File: src/rtl/slab_ram.sv
`timescale 1ns / 1ps
// ----------------------------------------------------------------------------
// Slab generic RAM
// One write port and one read port with registered read data.
// ----------------------------------------------------------------------------
module slab_ram #(
  parameter int WIDTH = 8,
  parameter int DEPTH = 16
) (
  input  logic                     clk,
  input  logic                     we,
  input  logic [$clog2(DEPTH)-1:0] waddr,
  input  logic [WIDTH-1:0]         wdata,
  input  logic [$clog2(DEPTH)-1:0] raddr,
  output logic [WIDTH-1:0]         rdata
);

  logic [WIDTH-1:0] mem [DEPTH];

  always_ff @(posedge clk) begin
    if (we) begin
      mem[waddr] <= wdata;
    end
    rdata <= mem[raddr];
  end

endmodule

File: config.mk
export PLATFORM = sky130hd
export DESIGN_NAME = slab_ram
export DESIGN_NICKNAME = d
export VERILOG_FILES = /design/src/rtl/slab_ram.sv
export SDC_FILE = /design/constraint.sdc
export NUM_CORES = 1
export LEC_CHECK = 0
export ABC_AREA = 1
export BUFFER_PORTS_ARGS = -buffer_cell sky130_fd_sc_hd__buf_2
export CAP_MARGIN = 0
export CORE_ASPECT_RATIO = 0.75
export CORE_MARGIN = 3
export CORE_UTILIZATION = 40
export DETAILED_ROUTE_END_ITERATION = 16
export PLACE_DENSITY_LB_ADDON = 0.05
export SYNTH_ARGS = -nofsm -noshare
export SYNTH_HDL_FRONTEND = slang
export SYNTH_SLANG_ARGS = --single-unit
export TNS_END_PERCENT = 50
File: constraint.sdc
create_clock -name clk -period 1.9 [get_ports clk]
set_input_delay 0.38 -clock clk [delete_from_list [all_inputs] [get_ports clk]]
set_output_delay 0.38 -clock clk [all_outputs]
set_load 0.005 [all_outputs]
==> impl_results.md <==
- Post-synthesis adder-cell area fraction: 0%
- Top cell type's share of synthesized area: 66.7%
- Ranking of synthesized cells by area: edfxtp_1 67%, nand2_1 11%, nand3_1 8.4%, inv_1 6.5%, dfxtp_1 2.8%
- Initial Util: 41.5%
- CP max FO: 1
- Hold WC Path Type: in -> reg
- Via count: 3737
- Clock slew at reported path FFs: 60 ps
- Crit-path leading delay family: flip-flops
- Pleak: 2.94 nW
- Fin. Hold Viols: 0
- Antenna violations before repair: 0
- Slew @ Worst Pin: 604 ps
- Commonest non-fill, non-tap cell in the layout: nand2_1
- Largest family of logic cells by synthesized area: simple AND/OR/NAND/NOR gates
- Placeable core area: 13900 um2
- Clock Path Buffers: 2
- Final setup violation count: 0
- Slew headroom: 59.7%
- PD cells: 1050 nW/um2
- Antenna violation net count after detailed routing: 0
- Slowest Stage Delay on Critical Path: 340 ps
- Yosys warning total: 0
- Port Buffer Count: 25
- Yosys cell types: 12
- Synth area leader: edfxtp_1
- Largest net degree at the start of global routing: 65
- CTS tree: yes
- Register area share after synthesis: 69.4%
- Fin crit period: 1250 ps
- Die ar.: 15900 um2
- Die Height: 110 um
- Most frequent cells in the layout: 173 x nand2_1, 128 x edfxtp_1, 100 x inv_1
- GPL Wtd Cong: 0.776
- Critical Path RT: 1520 ps
- First-pass GRT wire length: 21.4 mm
- Outcome: finished, final reports clean
- RSZ-0062 raised after global routing: false
- Clock Skew: 5.04 ps
- Initial DRT Pass Iterations: 4
- Setup Buffers After CTS: 0
- Slowest stage cell on the critical path: dfxtp_1
- Max-cap viol count: 0
- Crit. End Element: primary output
- Sink Count: 136
- Data arrival time of the critical path: 870 ps
- Finished Layout Cells: 782
- Drt first-iter violations: 336
- Pins Over Slew Limit: 0
- Critical path class: reg -> out
- Layout area overhead: 17.0%
- Remaining Overflow, GRT: 0
- Routed WL: 14.1 mm
- Buffers & Inverters on Critical Path: 1
- CTS hold repair buffers: 0
- Post-synthesis compound-gate area fraction: 0%
- Post-DP HPWL: 8.59 mm
- Syn Area/Cell: 10.5 um2
- Syn Inst Count: 551
- Routed vias/inst: 4.78
- Simple-Gate Fraction of Synth Area: 21.0%
- XOR/XNOR share of the synthesized area: 0%
- Placed Cells: 749
- CP cell instances: buf_2
- Total track usage: 19.0%
- Top achievable clock speed: 797 MHz
- Num ports: 26
- Cts bufs inserted: 17
- H-Tree Level Count: 4
- Fraction of layout cells with a size suffix above 1: 13.0%
- CP Launch Type: register
- Cells resized by post-CTS repair: 0
- Clk Latency, worst-skew pair: 420 ps
- Nets: 611
- Syn Nets: 569
- Root buffer cell: clkbuf_16
- Setup TNS: 0 ps
- Vias in the first global route: 3402
- Seq cells post-synth: 136
- Post-synthesis mux area share: 0%
- FP Rows: 37
- DRC viols: 0
- Die Span X: 145 um
- Maximum vdd drop: 0.644 mV
- DR WL/cell: 18.0 um
- Tcrit/Tclk final: 66.0%
- Mapped cell area: 5770 um2
## Yosys cell counts
master    number
nand2_1      173
edfxtp_1     128
inv_1        100
nand3_1       97
nor2_1        17
buf_2         13
dfxtp_1        8
buf_6          6
buf_4          4
inv_2          2
nand3b_1       2
buf_1          1
## path summary, 6_finish.rpt
kind                            startpoint        to  slack, ps  depth (start not counted)
worst max register to register   mem[1][6]  rdata[6]        810                          6
worst max-delay path              rdata[0]  rdata[0]        650                          1
worst min-delay path              raddr[3]  rdata[7]        330                          3
worst min register to register   mem[7][7]  rdata[7]        690                          6
## through the flow
| step | setup WS, ps | instance area (um2) | hold slack [ps] | utilization [%] | power, W |
|---|---|---|---|---|---|
| after floorplan | 569 | 5770 | 479 | - | 0.00367 |
| after global placement | 270 | 6160 | 678 | 44.4 | 0.00387 |
| after detailed placement | 265 | 6160 | 676 | 44.4 | 0.00387 |
| after CTS | 582 | 6750 | 309 | 48.6 | 0.00716 |
| after global routing | 588 | 6750 | 349 | 48.6 | 0.00733 |
| final | 646 | 6750 | 332 | 48.6 | 0.00709 |
## final cells by class
type                    count  area (um2)
fillers                  1284        7140
flip-flops and latches    136        4000
multi-input cells         289        1210
clock buffers              17         425
inverters                 102         383
repair buffers             47         340
well taps                 175         219
clock inverters            15         160
diodes                      1        2.50
## sequential cells by signal, summed over array words and instances (netlist names)
signal  cells
rdata       8
mem       128
## kinds of logic (layout without fill, tap and decap cells)
kind of cell,count (synthesis),after routing
simple gates,289,289
buf+inv,126,181
other cells,0,1
flops,136,136
## metal layers
metal | vias to the layer above | wire length, um | global-route usage [%] | share of wire, %
met2 | 92 | 5860 | 26.0 | 42
met1 | 1768 | 7280 | 29.4 | 52
met4 | 0 | 247 | 7.52 | 1.8
met3 | 22 | 707 | 4.05 | 5.0
met5 | - | 0 | 0 | 0
li1 | 1855 | - | - | -
## where the power goes
part	leakage, nW	switching (W)	internal (W)	total [W]
clock	0.287	0.00124	0.00204	0.00328
sequential	1.22	0.0000171	0.00335	0.00337
combinational	1.42	0.000303	0.000129	0.000432
total	2.94	0.00156	0.00552	0.00709
(Power assumes the default switching activity.)
